<file path="config.mk">
export PLATFORM = sky130hd
export DESIGN_NAME = lexical_token_scanner_top_flat
export DESIGN_NICKNAME = d
export VERILOG_FILES = /design/src/sv/lts_pkg.sv /design/src/sv/lts_in_if.sv /design/src/sv/lts_out_if.sv /design/src/sv/lexical_token_scanner_top.sv /design/src/flat_wrapper.sv
export SDC_FILE = /design/constraint.sdc
export NUM_CORES = 1
export LEC_CHECK = 0
export BUFFER_PORTS_ARGS = -buffer_cell sky130_fd_sc_hd__clkbuf_2
export CAP_MARGIN = 20
export CORE_ASPECT_RATIO = 2
export CORE_MARGIN = 2
export CORE_UTILIZATION = 60
export CTS_CLUSTER_DIAMETER = 80
export DETAILED_ROUTE_END_ITERATION = 8
export PLACE_DENSITY = 0.85
export SLEW_MARGIN = 20
export SYNTH_ARGS = -nofsm -noshare
export SYNTH_HDL_FRONTEND = slang
export SYNTH_SLANG_ARGS = --single-unit
</file>
<file path="constraint.sdc">
create_clock -name clk_i -period 9.2 [get_ports clk_i]
set_clock_uncertainty 0.1 [all_clocks]
set_input_delay 0.92 -clock clk_i [delete_from_list [all_inputs] [get_ports clk_i]]
set_output_delay 0.92 -clock clk_i [all_outputs]
set_load 0.02 [all_outputs]
</file>
<file path="src/sv/lts_pkg.sv">
// shared types, constants and keyword tables of the lexical token scanner
package lts_pkg;

  localparam int unsigned CharW   = 8;
  localparam int unsigned KindW   = 5;
  localparam int unsigned KwIdxW  = 3;
  localparam int unsigned LenW    = 8;
  localparam int unsigned PosW    = 3;
  localparam int unsigned NumKw   = 7;
  localparam int unsigned MaxLength = 255;
  localparam logic [LenW-1:0] LenCap = (MaxLength < 255) ? LenW'(MaxLength) : LenW'(255);
  localparam logic [PosW-1:0] PosMax = '1;

  typedef enum logic [KindW-1:0] {
    TK_KEYWORD = 5'd0,
    TK_IDENT   = 5'd1,
    TK_DEC     = 5'd2,
    TK_OCT     = 5'd3,
    TK_HEX     = 5'd4,
    TK_BAD_OCT = 5'd5,
    TK_BAD_HEX = 5'd6,
    TK_PLUS    = 5'd7,
    TK_MINUS   = 5'd8,
    TK_STAR    = 5'd9,
    TK_SLASH   = 5'd10,
    TK_GT      = 5'd11,
    TK_LT      = 5'd12,
    TK_EQ      = 5'd13,
    TK_GE      = 5'd14,
    TK_LE      = 5'd15,
    TK_NEQ     = 5'd16,
    TK_LPAREN  = 5'd17,
    TK_RPAREN  = 5'd18,
    TK_SEMI    = 5'd19,
    TK_UNKNOWN = 5'd20
  } token_kind_e;

  typedef enum logic [10:0] {
    M_IDLE   = 11'b000_0000_0001,
    M_WORD   = 11'b000_0000_0010,
    M_ZERO   = 11'b000_0000_0100,
    M_HEXPRE = 11'b000_0000_1000,
    M_HEX    = 11'b000_0001_0000,
    M_BADHEX = 11'b000_0010_0000,
    M_OCT    = 11'b000_0100_0000,
    M_BADOCT = 11'b000_1000_0000,
    M_DEC    = 11'b001_0000_0000,
    M_LT     = 11'b010_0000_0000,
    M_GT     = 11'b100_0000_0000
  } scan_mode_e;

  typedef struct packed {
    token_kind_e        kind;
    logic [KwIdxW-1:0]  kw;
    logic [LenW-1:0]    len;
    logic               last;
  } result_t;

  // keyword text, zero padded
  localparam logic [CharW-1:0] KwText [NumKw][8] = '{
    '{"w", "h", "i", "l", "e", 8'h00, 8'h00, 8'h00},
    '{"d", "o", 8'h00, 8'h00, 8'h00, 8'h00, 8'h00, 8'h00},
    '{"i", "f", 8'h00, 8'h00, 8'h00, 8'h00, 8'h00, 8'h00},
    '{"t", "h", "e", "n", 8'h00, 8'h00, 8'h00, 8'h00},
    '{"e", "l", "s", "e", 8'h00, 8'h00, 8'h00, 8'h00},
    '{"b", "e", "g", "i", "n", 8'h00, 8'h00, 8'h00},
    '{"e", "n", "d", 8'h00, 8'h00, 8'h00, 8'h00, 8'h00}
  };

  localparam logic [PosW-1:0] KwLen [NumKw] = '{
    3'd5, 3'd2, 3'd2, 3'd4, 3'd4, 3'd5, 3'd3
  };

  function automatic logic [NumKw-1:0] kw_filter(logic [NumKw-1:0] cand,
                                                 logic [PosW-1:0] pos,
                                                 logic [CharW-1:0] c);
    logic [NumKw-1:0] keep;
    keep = '0;
    for (int i = 0; i < NumKw; i++) begin
      keep[i] = cand[i] && (pos < KwLen[i]) && (KwText[i][pos] == c);
    end
    return keep;
  endfunction

  function automatic logic is_digit(logic [CharW-1:0] c);
    return c inside {["0":"9"]};
  endfunction

  function automatic logic is_letter(logic [CharW-1:0] c);
    return c inside {["A":"Z"], ["a":"z"]};
  endfunction

  function automatic logic is_hexdig(logic [CharW-1:0] c);
    return c inside {["0":"9"], ["a":"f"], ["A":"F"]};
  endfunction

  function automatic logic is_badhex(logic [CharW-1:0] c);
    return c inside {["g":"z"], ["G":"Z"]};
  endfunction

  function automatic logic is_octdig(logic [CharW-1:0] c);
    return c inside {["0":"7"]};
  endfunction

endpackage

</file>
<file path="src/sv/lts_in_if.sv">
// request channel carrying characters and end-of-input commands
interface lts_in_if;
  logic                      valid;
  logic                      ready;
  logic                      cmd;
  logic [lts_pkg::CharW-1:0] ch;

  modport source (output valid, output cmd, output ch, input ready);
  modport sink   (input valid, input cmd, input ch, output ready);
endinterface

</file>
<file path="src/sv/lts_out_if.sv">
// request channel carrying classified tokens
interface lts_out_if;
  logic                       valid;
  logic                       ready;
  logic [lts_pkg::KindW-1:0]  token_kind;
  logic [lts_pkg::KwIdxW-1:0] keyword_index;
  logic [lts_pkg::LenW-1:0]   token_length;
  logic                       last;

  modport source (output valid, output token_kind, output keyword_index,
                  output token_length, output last, input ready);
  modport sink   (input valid, input token_kind, input keyword_index,
                  input token_length, input last, output ready);
endinterface

</file>
<file path="src/sv/lexical_token_scanner_top.sv">
// lexical token scanner: one-pass character classifier with a four-entry result queue
// a token closed by a request is written into the result queue when the request is accepted
// throughput: one character request per cycle while the queue has two free entries;
//   a request giving two tokens is drained as two output transfers
// reset: scanner returns to idle between tokens, candidates, position and length cleared,
//   result queue emptied
module lexical_token_scanner_top (
  input  logic clk_i,
  input  logic rst_ni,
  lts_in_if.sink    in_i,
  lts_out_if.source out_o
);

  localparam int unsigned QDepth = 4;
  localparam int unsigned QPtrW  = $clog2(QDepth);

  lts_pkg::scan_mode_e               mode_q, mode_d;
  logic [lts_pkg::NumKw-1:0]         cand_q, cand_d;
  logic [lts_pkg::PosW-1:0]          pos_q, pos_d;
  logic [lts_pkg::LenW-1:0]          len_q, len_d;

  lts_pkg::result_t                  queue_q [QDepth];
  logic [QPtrW-1:0]                  wr_ptr_q, rd_ptr_q;
  logic [QPtrW:0]                    count_q;

  logic                              in_fire, out_fire;
  logic [lts_pkg::CharW-1:0]         c;

  // close of the pending token
  logic                              cl_v;
  lts_pkg::token_kind_e              cl_kind;
  logic [lts_pkg::KwIdxW-1:0]        cl_kw;
  logic [lts_pkg::LenW-1:0]          cl_len;

  // fresh start on the current character
  lts_pkg::scan_mode_e               st_mode;
  logic [lts_pkg::NumKw-1:0]         st_cand;
  logic [lts_pkg::PosW-1:0]          st_pos;
  logic [lts_pkg::LenW-1:0]          st_len;
  logic                              st_v;
  lts_pkg::token_kind_e              st_kind;

  // extension of the pending token
  logic                              ex_ok;
  lts_pkg::scan_mode_e               ex_mode;
  logic [lts_pkg::NumKw-1:0]         ex_cand;
  logic [lts_pkg::PosW-1:0]          ex_pos;
  logic [lts_pkg::LenW-1:0]          ex_len;
  logic                              ex_v;
  lts_pkg::token_kind_e              ex_kind;

  lts_pkg::result_t                  r0, r1;
  logic                              r0_v, r1_v;
  logic [QPtrW:0]                    push_n;

  logic [lts_pkg::LenW-1:0]          len_grow;

  assign c        = in_i.ch;
  assign in_i.ready = (count_q <= (QPtrW+1)'(QDepth - 2));
  assign in_fire  = in_i.valid && in_i.ready;
  assign out_fire = out_o.valid && out_o.ready;
  assign len_grow = (len_q < lts_pkg::LenCap) ? len_q + 1'b1 : len_q;

  always_comb begin
    cl_v    = (mode_q != lts_pkg::M_IDLE);
    cl_kind = lts_pkg::TK_IDENT;
    cl_kw   = '0;
    cl_len  = len_q;
    case (mode_q)
      lts_pkg::M_WORD: begin
        cl_kind = lts_pkg::TK_IDENT;
        for (int i = lts_pkg::NumKw - 1; i >= 0; i--) begin
          if (cand_q[i] && (lts_pkg::KwLen[i] == pos_q)) begin
            cl_kind = lts_pkg::TK_KEYWORD;
            cl_kw   = lts_pkg::KwIdxW'(i);
          end
        end
      end
      lts_pkg::M_ZERO, lts_pkg::M_DEC:   cl_kind = lts_pkg::TK_DEC;
      lts_pkg::M_OCT:                    cl_kind = lts_pkg::TK_OCT;
      lts_pkg::M_HEXPRE, lts_pkg::M_HEX: cl_kind = lts_pkg::TK_HEX;
      lts_pkg::M_BADOCT:                 cl_kind = lts_pkg::TK_BAD_OCT;
      lts_pkg::M_BADHEX:                 cl_kind = lts_pkg::TK_BAD_HEX;
      lts_pkg::M_GT: begin
        cl_kind = lts_pkg::TK_GT;
        cl_len  = lts_pkg::LenW'(1);
      end
      lts_pkg::M_LT: begin
        cl_kind = lts_pkg::TK_LT;
        cl_len  = lts_pkg::LenW'(1);
      end
      default: cl_v = 1'b0;
    endcase
  end

  always_comb begin
    st_mode = lts_pkg::M_IDLE;
    st_cand = '0;
    st_pos  = '0;
    st_len  = '0;
    st_v    = 1'b0;
    st_kind = lts_pkg::TK_UNKNOWN;
    if (c == " " || c == 8'h0a) begin
      st_mode = lts_pkg::M_IDLE;
    end else if (lts_pkg::is_letter(c)) begin
      st_mode = lts_pkg::M_WORD;
      st_cand = lts_pkg::kw_filter('1, '0, c);
      st_pos  = lts_pkg::PosW'(1);
      st_len  = lts_pkg::LenW'(1);
    end else if (lts_pkg::is_digit(c)) begin
      st_mode = (c == "0") ? lts_pkg::M_ZERO : lts_pkg::M_DEC;
      st_len  = lts_pkg::LenW'(1);
    end else begin
      case (c)
        "<": begin
          st_mode = lts_pkg::M_LT;
          st_len  = lts_pkg::LenW'(1);
        end
        ">": begin
          st_mode = lts_pkg::M_GT;
          st_len  = lts_pkg::LenW'(1);
        end
        "+":     begin st_v = 1'b1; st_kind = lts_pkg::TK_PLUS;   end
        "-":     begin st_v = 1'b1; st_kind = lts_pkg::TK_MINUS;  end
        "*":     begin st_v = 1'b1; st_kind = lts_pkg::TK_STAR;   end
        "/":     begin st_v = 1'b1; st_kind = lts_pkg::TK_SLASH;  end
        "=":     begin st_v = 1'b1; st_kind = lts_pkg::TK_EQ;     end
        "(":     begin st_v = 1'b1; st_kind = lts_pkg::TK_LPAREN; end
        ")":     begin st_v = 1'b1; st_kind = lts_pkg::TK_RPAREN; end
        ";":     begin st_v = 1'b1; st_kind = lts_pkg::TK_SEMI;   end
        default: begin st_v = 1'b1; st_kind = lts_pkg::TK_UNKNOWN; end
      endcase
    end
  end

  always_comb begin
    ex_ok   = 1'b0;
    ex_mode = mode_q;
    ex_cand = cand_q;
    ex_pos  = pos_q;
    ex_len  = len_grow;
    ex_v    = 1'b0;
    ex_kind = lts_pkg::TK_LE;
    case (mode_q)
      lts_pkg::M_WORD: begin
        if (lts_pkg::is_letter(c) || lts_pkg::is_digit(c)) begin
          ex_ok   = 1'b1;
          ex_cand = lts_pkg::kw_filter(cand_q, pos_q, c);
          ex_pos  = (pos_q == lts_pkg::PosMax) ? pos_q : pos_q + 1'b1;
        end
      end
      lts_pkg::M_ZERO: begin
        ex_ok = 1'b1;
        if (c == "x" || c == "X")             ex_mode = lts_pkg::M_HEXPRE;
        else if (lts_pkg::is_octdig(c))        ex_mode = lts_pkg::M_OCT;
        else if (c == "8" || c == "9")        ex_mode = lts_pkg::M_BADOCT;
        else                                   ex_ok   = 1'b0;
      end
      lts_pkg::M_OCT: begin
        ex_ok = 1'b1;
        if (lts_pkg::is_octdig(c))             ex_mode = lts_pkg::M_OCT;
        else if (c == "8" || c == "9")        ex_mode = lts_pkg::M_BADOCT;
        else                                   ex_ok   = 1'b0;
      end
      lts_pkg::M_BADOCT, lts_pkg::M_DEC: begin
        ex_ok = lts_pkg::is_digit(c);
      end
      lts_pkg::M_HEXPRE, lts_pkg::M_HEX: begin
        ex_ok = 1'b1;
        if (lts_pkg::is_hexdig(c))             ex_mode = lts_pkg::M_HEX;
        else if (lts_pkg::is_badhex(c))        ex_mode = lts_pkg::M_BADHEX;
        else                                   ex_ok   = 1'b0;
      end
      lts_pkg::M_BADHEX: begin
        ex_ok = lts_pkg::is_letter(c) || lts_pkg::is_digit(c);
      end
      lts_pkg::M_LT: begin
        ex_mode = lts_pkg::M_IDLE;
        ex_len  = '0;
        if (c == "=") begin
          ex_ok   = 1'b1;
          ex_v    = 1'b1;
          ex_kind = lts_pkg::TK_LE;
        end else if (c == ">") begin
          ex_ok   = 1'b1;
          ex_v    = 1'b1;
          ex_kind = lts_pkg::TK_NEQ;
        end
      end
      lts_pkg::M_GT: begin
        ex_mode = lts_pkg::M_IDLE;
        ex_len  = '0;
        if (c == "=") begin
          ex_ok   = 1'b1;
          ex_v    = 1'b1;
          ex_kind = lts_pkg::TK_GE;
        end
      end
      default: ex_ok = 1'b0;
    endcase
  end

  // next state and the results of this request
  always_comb begin
    mode_d = mode_q;
    cand_d = cand_q;
    pos_d  = pos_q;
    len_d  = len_q;
    r0_v   = 1'b0;
    r1_v   = 1'b0;
    r0     = '{kind: cl_kind, kw: cl_kw, len: cl_len, last: 1'b0};
    r1     = '{kind: st_kind, kw: '0, len: lts_pkg::LenW'(1), last: 1'b1};
    if (in_i.cmd) begin
      r0_v   = cl_v;
      mode_d = lts_pkg::M_IDLE;
      cand_d = '0;
      pos_d  = '0;
      len_d  = '0;
    end else if (mode_q == lts_pkg::M_IDLE) begin
      r0_v   = st_v;
      r0     = r1;
      mode_d = st_mode;
      cand_d = st_cand;
      pos_d  = st_pos;
      len_d  = st_len;
    end else if (ex_ok) begin
      r0_v   = ex_v;
      r0     = '{kind: ex_kind, kw: '0, len: lts_pkg::LenW'(2), last: 1'b0};
      mode_d = ex_mode;
      cand_d = ex_cand;
      pos_d  = ex_pos;
      len_d  = ex_len;
    end else begin
      r0_v   = cl_v;
      r1_v   = st_v;
      mode_d = st_mode;
      cand_d = st_cand;
      pos_d  = st_pos;
      len_d  = st_len;
    end
    r0.last = !r1_v;
    push_n  = (QPtrW+1)'(r0_v) + (QPtrW+1)'(r1_v);
  end

  always_ff @(posedge clk_i or negedge rst_ni) begin
    if (!rst_ni) begin
      mode_q <= lts_pkg::M_IDLE;
      cand_q <= '0;
      pos_q  <= '0;
      len_q  <= '0;
    end else if (in_fire) begin
      mode_q <= mode_d;
      cand_q <= cand_d;
      pos_q  <= pos_d;
      len_q  <= len_d;
    end
  end

  // result queue
  always_ff @(posedge clk_i or negedge rst_ni) begin
    if (!rst_ni) begin
      wr_ptr_q <= '0;
      rd_ptr_q <= '0;
      count_q  <= '0;
    end else begin
      if (in_fire) begin
        wr_ptr_q <= wr_ptr_q + push_n[QPtrW-1:0];
      end
      if (out_fire) begin
        rd_ptr_q <= rd_ptr_q + 1'b1;
      end
      count_q <= count_q + (in_fire ? push_n : '0) - (QPtrW+1)'(out_fire);
    end
  end

  always_ff @(posedge clk_i) begin
    if (in_fire && r0_v) begin
      queue_q[wr_ptr_q] <= r0;
    end
    if (in_fire && r1_v) begin
      queue_q[wr_ptr_q + 1'b1] <= r1;
    end
  end

  assign out_o.valid         = (count_q != '0);
  assign out_o.token_kind    = queue_q[rd_ptr_q].kind;
  assign out_o.keyword_index = queue_q[rd_ptr_q].kw;
  assign out_o.token_length  = queue_q[rd_ptr_q].len;
  assign out_o.last          = queue_q[rd_ptr_q].last;

endmodule

</file>
<file path="src/flat_wrapper.sv">
// flat-port wrapper written by rule: the top's interface ports become plain ports
module lexical_token_scanner_top_flat 
  (clk_i, rst_ni, in_i_valid, in_i_cmd, in_i_ch, in_i_ready, out_o_valid, out_o_token_kind, out_o_keyword_index, out_o_token_length, out_o_last, out_o_ready);
  lts_in_if in_i_i ();
  lts_out_if out_o_i ();
  input  logic clk_i;
  input  logic rst_ni;
  input wire logic [$bits(in_i_i.valid)-1:0] in_i_valid;
  input wire logic [$bits(in_i_i.cmd)-1:0] in_i_cmd;
  input wire logic [$bits(in_i_i.ch)-1:0] in_i_ch;
  output wire logic [$bits(in_i_i.ready)-1:0] in_i_ready;
  output wire logic [$bits(out_o_i.valid)-1:0] out_o_valid;
  output wire logic [$bits(out_o_i.token_kind)-1:0] out_o_token_kind;
  output wire logic [$bits(out_o_i.keyword_index)-1:0] out_o_keyword_index;
  output wire logic [$bits(out_o_i.token_length)-1:0] out_o_token_length;
  output wire logic [$bits(out_o_i.last)-1:0] out_o_last;
  input wire logic [$bits(out_o_i.ready)-1:0] out_o_ready;
  assign in_i_i.valid = in_i_valid;
  assign in_i_i.cmd = in_i_cmd;
  assign in_i_i.ch = in_i_ch;
  assign in_i_ready = in_i_i.ready;
  assign out_o_valid = out_o_i.valid;
  assign out_o_token_kind = out_o_i.token_kind;
  assign out_o_keyword_index = out_o_i.keyword_index;
  assign out_o_token_length = out_o_i.token_length;
  assign out_o_last = out_o_i.last;
  assign out_o_i.ready = out_o_ready;
  lexical_token_scanner_top u_core (.clk_i(clk_i), .rst_ni(rst_ni), .in_i(in_i_i), .out_o(out_o_i));
endmodule
</file>
Yosys cells after proc, flatten, opt, wreduce, memory -nomap -nowiden. Memories as Yosys holds them, arrays and structs flattened. Cells that the tools add are included.

Add/subtract/negate cells: 8. Order comparisons: 18. Equality and inequality tests: 53. Mux-type cells: 107. Bitwise logic cells: 1. Reduce and logical (&&, ||, !) cells: 52.

Operators with widths (number): $mux W8 (23); $mux W11 (11); $eq A8 B6 Y1 const B (14); $pmux W5 S8 (2); $eq A8 B8 Y1 (7); $mux W17 (3); $mux W7 (7); $eq A7 B8 Y1 const A (6); $mux W3 (16); $pmux W11 S4 (1); $mux W1 (34); $logic_and A1 B1 Y1 (33); $ge A8 B7 Y1 const B (4); $le A8 B7 Y1 const B (4); $mux W5 (5); $pmux W11 S2 (1); $eq A8 B7 Y1 const B (2); $le A8 B6 Y1 const B (2); $ne A4 B4 Y1 const B (3); $eq A11 B1 Y1 const B (1); $eq A11 B10 Y1 const B (1); $eq A11 B11 Y1 const B (1); $eq A11 B2 Y1 const B (1); $eq A11 B3 Y1 const B (1); 41 further kinds (56).

Register bits: 36. Bits in writable memories: 68. ROM bits: 448. Logic and storage cells: 254. Memories kept: 8.

Memory list: u_core.queue_q (depth 4, bits a word 17, rd ports 1, clocked after memory_dff 0, write ports 2, line lexical_token_scanner_top.sv:22) `lts_pkg::result_t queue_q [QDepth];`; (name not given) (depth 8, bits a word 8, rd ports 1, clocked after memory_dff 0, write ports 0, line lts_pkg.sv:80) `keep[i] = cand[i] && (pos < KwLen[i]) && (KwText[i][pos] == c);`; (name not given) (depth 8, bits a word 8, rd ports 1, clocked after memory_dff 0, write ports 0, line lts_pkg.sv:80); (name not given) (depth 8, bits a word 8, rd ports 1, clocked after memory_dff 0, write ports 0, line lts_pkg.sv:80); (name not given) (depth 8, bits a word 8, rd ports 1, clocked after memory_dff 0, write ports 0, line lts_pkg.sv:80); (name not given) (depth 8, bits a word 8, rd ports 1, clocked after memory_dff 0, write ports 0, line lts_pkg.sv:80); +2 memories.

Logic depth before layout (Yosys ltp).
Word-level depth: 13. Gate-level depth with buffers: 15. Gate-level depth less buffers: 13.

Worst setup path before layout. No wires, ideal clock.

Path type: input-to-reg. From: in in_i_ch[3]. To: reg u_core.count_q[2]. Setup time: 123 ps. Arrival time: 4025 ps. Data required time: 8977 ps. Setup slack: 4953 ps. Stages on the path: 15. Cells stage by stage: clkbuf_1 or3b_2 a211oi_1 nor4b_2 nor3_2 a21o_1 buf_6 inv_2 ha_1 and3_1 ha_1 inv_1 fa_1 xor2_1 xnor2_1.

Longest elaborated chain between the ends: 13. Elaborated cells between the ends (all ways): 61. Classes of those cells: 3 x add/sub; 11 x order compare; 9 x eq/ne; 22 x mux; 16 x reduce/logical.

Ends and longest elaborated chain: start: declaration (line flat_wrapper.sv:10) `input wire logic [$bits(in_i_i.ch)-1:0] in_i_ch;`; $ge A8 B7 Y1, or another cell as far along (line lts_pkg.sv:98) `return c inside {["g":"z"], ["G":"Z"]};`; $logic_and A1 B1 Y1, or another cell as far along (line lts_pkg.sv:98); $reduce_bool A2 Y1, or another cell as far along (line lts_pkg.sv:98); $mux W1, or another cell as far along (line lexical_token_scanner_top.sv:171) `else if (lts_pkg::is_badhex(c)) ex_mode = lts_pkg::M_BADHEX;`; $mux W1 (on tied branches); $pmux W1 S8 / $mux W1 (equally long branches) (line lexical_token_scanner_top.sv:144, lexical_token_scanner_top.sv:103); $mux W1 (line lexical_token_scanner_top.sv:226) `end else if (ex_ok) begin`; $mux W1 (line lexical_token_scanner_top.sv:219) `end else if (mode_q == lts_pkg::M_IDLE) begin`; $mux W1 (line lexical_token_scanner_top.sv:213) `if (in_i.cmd) begin`; $add A1 B1 Y2 (*) (line lexical_token_scanner_top.sv:242) `push_n = (QPtrW+1)'(r0_v) + (QPtrW+1)'(r1_v);`; $mux W3 (*) (line lexical_token_scanner_top.sv:272) `count_q <= count_q + (in_fire ? push_n : '0) - (QPtrW+1)'(out_fire);`; $add A3 B3 Y3 (*) (line lexical_token_scanner_top.sv:272); $sub A3 B1 Y3 (*) (line lexical_token_scanner_top.sv:272); end signal: assignment (line lexical_token_scanner_top.sv:272); end: declaration (line lexical_token_scanner_top.sv:24) `logic [QPtrW:0] count_q;`.

Mark *: on every way between the ends. The rest lies on a longest branch, timed or not. A chain may end at the register's enable or synchronous reset.

Worst setup path in the final report.
From: in in_i_ch[1]. To: reg u_core.count_q[2].

Same word-level chain as after synthesis.

==> impl_metrics.yaml <==
run_status:
  status: "complete, no violations"
cells_and_area:
  syn_to_final_growth_pct: 7.24
  nets: 771
  drive_above_1_share: 0.161
  n_antenna_cell: 0
  fillers: 883
worst_setup_path:
  cp.required_ps: 9350
  critPathLaunchType: "input port"
  r2r-start: "u_core.mode_q[5]"
  reg2reg_slack_ps: 4560
  path_common_cell: "ha_1"
  critPathSlowestCell: "or3b_2"
  critical_path_buf_inv_count: 3
  worstPathCellList: "clkbuf_2, or3b_2, a211oi_1, nor4b_2, nor3_2, a21o_1, inv_2, ha_1, and3_1, ha_1, inv_1, fa_1, xor2_1, xnor2_1"
  critPathKind: "in2reg"
  crit_fanout: 30
  critical_path_arrival_ps: 5010
  crit_family: "simple AND/OR/NAND/NOR gates"
  r2r_end: "u_core.count_q[2]"
  cpPeakStageDelay_ps: 570
  rr_worst_depth: 13
  end_kind: "flop"
min_path:
  hold_path.class: "in2async"
clock_tree:
  holdBufCountCts: 0
  cts_num_sinks: 104
  clkSlewWorstSetupHoldPaths_ps: 80
  htree_levels: 3
  cts.repair.resized: 0
  cts.path.max_buffers: 2
  cts_setup_buffers: 0
  cts-root-buf: "clkbuf_16"
  numCtsBuffers: 9
  clock_latency_ps: 360
  tritoncts: "yes"
global_route:
  grt_pass1_wl_um: 34900
  grt_start_max_net_pins: 37
  grt_pass1_vias: 6463
  antenna_found_initial: 0
  gr-total-overflow: 0
  grt_usage: 0.376
detailed_routing:
  drc: 0
  first_pass_iters: 6
  drt_iter0_markers: 628
  final_antenna_net_count: 0
  wl_per_cell_um: 25.1
  via_per_inst: 7.22
  dr_total_vias: 6423
  totalWireLength_um: 22300
synthesis:
  yosysTopAreaCell: "dfxtp_1"
  yosys-top-cells-count: "nand2_1, nor2_1, dfxtp_1, o21ai_0, clkbuf_1"
  synth-main-ff-cell: "dfxtp_1"
  ys_ff_latch: 104
  synthCells: 742
  synth_edf_count: 20
  synth_area_mm2: 0.00686
  synth_area_leaders: "dfxtp_1, dfrtp_1, edfxtp_1"
  synthDistinctLibCells: 92
  synth.most_common_cell: "nand2_1"
  synth_top_area_share: 0.140
  postSynthAreaPerCell_um2: 9.24
  yosysWarnings: 0
  synth_nets: 771
  synth-seq-area-share: 0.359
  async_flop_share: 0.346
placement:
  dpl.hpwl_um: 16800
  port_buffers: 31
  place.gp.congestion: 1.01
power:
  finalPower_mw: 1.56
  peakVddDrop_mv: 0.151
  power_density_mw_per_mm2: 212
  power.leakage_nw: 2.86
  clock_power_share: 0.240
  internal_power_mw: 0.930
  switching_share: 0.404
  combPwrFrac: 0.383
  p_seq_frac: 0.377
  switchingPower_mw: 0.630
sta:
  max_slew_margin: 0.234
  min_period_over_period: 0.529
  fmax_ghz: 0.206
  rsz0062_at_grt: "no"
  finalCriticalPeriod_ps: 4870
  finalSetupTns_ps: 0
  setup_violations: 0
  hold_viol: 0
  worst_pin_slew_ps: 1130
  slew_violations: 0
  worst_hold_slack_ps: 358
die:
  die_area_mm2: 0.0124
  die_w_um: 79.6
  coreArea_mm2: 0.0112
  ioPinCount: 32
  die_h_um: 155
  rows: 55
  initial_core_util: 0.611
job:
  max_cap_violations: 0
-- area by class of cell --
class                      instances  area [um^2]  area share
multi-input combinational        562         4090       0.556
sequential                       104         2460       0.335
timing repair buffer              41          243      0.0330
clock buffer                       9          225      0.0306
tap                              142          178      0.0242
inverter                          24         90.1      0.0123
clock inverter                     7         65.1     0.00885
-- placed cells by master, fill, tap and decap left out, types with 7 or more instances in the layout --
cell type,instances
a21oi_1,26
a22o_1,30
a31oi_1,10
and3_1,13
buf_4,9
clkbuf_16,9
clkbuf_2,31
dfrtp_1,35
dfxtp_1,48
edfxtp_1,20
ha_1,15
inv_1,22
mux2i_1,12
mux4_2,17
nand2_1,63
nand3_1,17
nand4_1,14
nor2_1,53
nor2b_1,8
nor3_1,27
nor3b_1,7
nor4_1,7
o211ai_1,7
o21ai_0,44
o22ai_1,18
or3_1,9
or4_1,11
xnor2_1,9
xor2_1,19
-- per-layer routing --
| metal | vias to the layer above | routed length (um) | GRT usage | share of wire |
|---|---|---|---|---|
| li1 | 2831 | - | - | - |
| met1 | 3037 | 6760 | 0.353 | 0.30 |
| met2 | 395 | 11700 | 0.679 | 0.53 |
| met3 | 160 | 1460 | 0.0725 | 0.065 |
| met4 | 0 | 2360 | 0.305 | 0.11 |
| met5 | - | 0 | 0 | 0 |
-- registers in the layout, summed over array words and instances, names as in the netlist --
register,cells
u_core.count_q,3
u_core.rd_ptr_q,2
u_core.pos_q,3
u_core.cand_q,7
u_core.len_q,8
u_core.mode_q,11
u_core.wr_ptr_q,2
u_core.queue_q,68
-- cells by family (layout without fill, tap and decap cells) --
kind of cell,after synthesis,after routing,synth area share
and+or+nand+nor,279,279,0.232
AOI/OAI and AO/OA,209,209,0.224
DFF,104,104,0.359
buffers and inverters,76,81,0.0443
muxes,30,30,0.0750
xor gates and xnor gates,28,28,0.0358
adders and majority gates,16,16,0.0303
-- worst reg2reg max path: cells and delay by family (launching register included) --
kind / cells / cell delay [ps]
fa+ha+maj: 3 / 890
buf+inv: 2 / 200
simple gates: 3 / 1270
compound gates: 3 / 1240
flops: 1 / 530
xor+xnor: 2 / 290
-- power by group through the flow --
stage	registers (mW)	clock network, mW	logic (mW)
3_5_place_dp	0.594	0	0.585
2_1_floorplan	0.551	0	0.467
4_1_cts	0.585	0.377	0.587
5_1_grt	0.594	0.395	0.647
3_3_place_gp	0.590	0	0.567
6_report	0.589	0.375	0.597
-- stage by stage --
step | instances | setup slack, ps | utilization | cell area [um^2]
finish | 889 | 4330 | 0.656 | 7350
global route | 889 | 4110 | 0.656 | 7350
CTS | 888 | 4360 | 0.654 | 7330
detailed placement | 872 | 3990 | 0.628 | 7040
global placement | 872 | 4180 | 0.628 | 7040
floorplan | 742 | 4950 | - | 6860
-- worst max-delay path by stage --
stage | slack, ps | cells after the start | from | end
after CTS | 4360 | 14 | in_i_ch[1] | u_core.count_q[2]
after detailed placement | 3990 | 14 | in_i_ch[1] | u_core.count_q[2]
after global routing | 4110 | 14 | in_i_ch[1] | u_core.count_q[2]
final | 4330 | 14 | in_i_ch[1] | u_core.count_q[2]
after floorplan | 4950 | 15 | in_i_ch[3] | u_core.count_q[2]
after global placement | 4180 | 14 | in_i_ch[1] | u_core.count_q[2]
(Power assumes the default switching activity.)
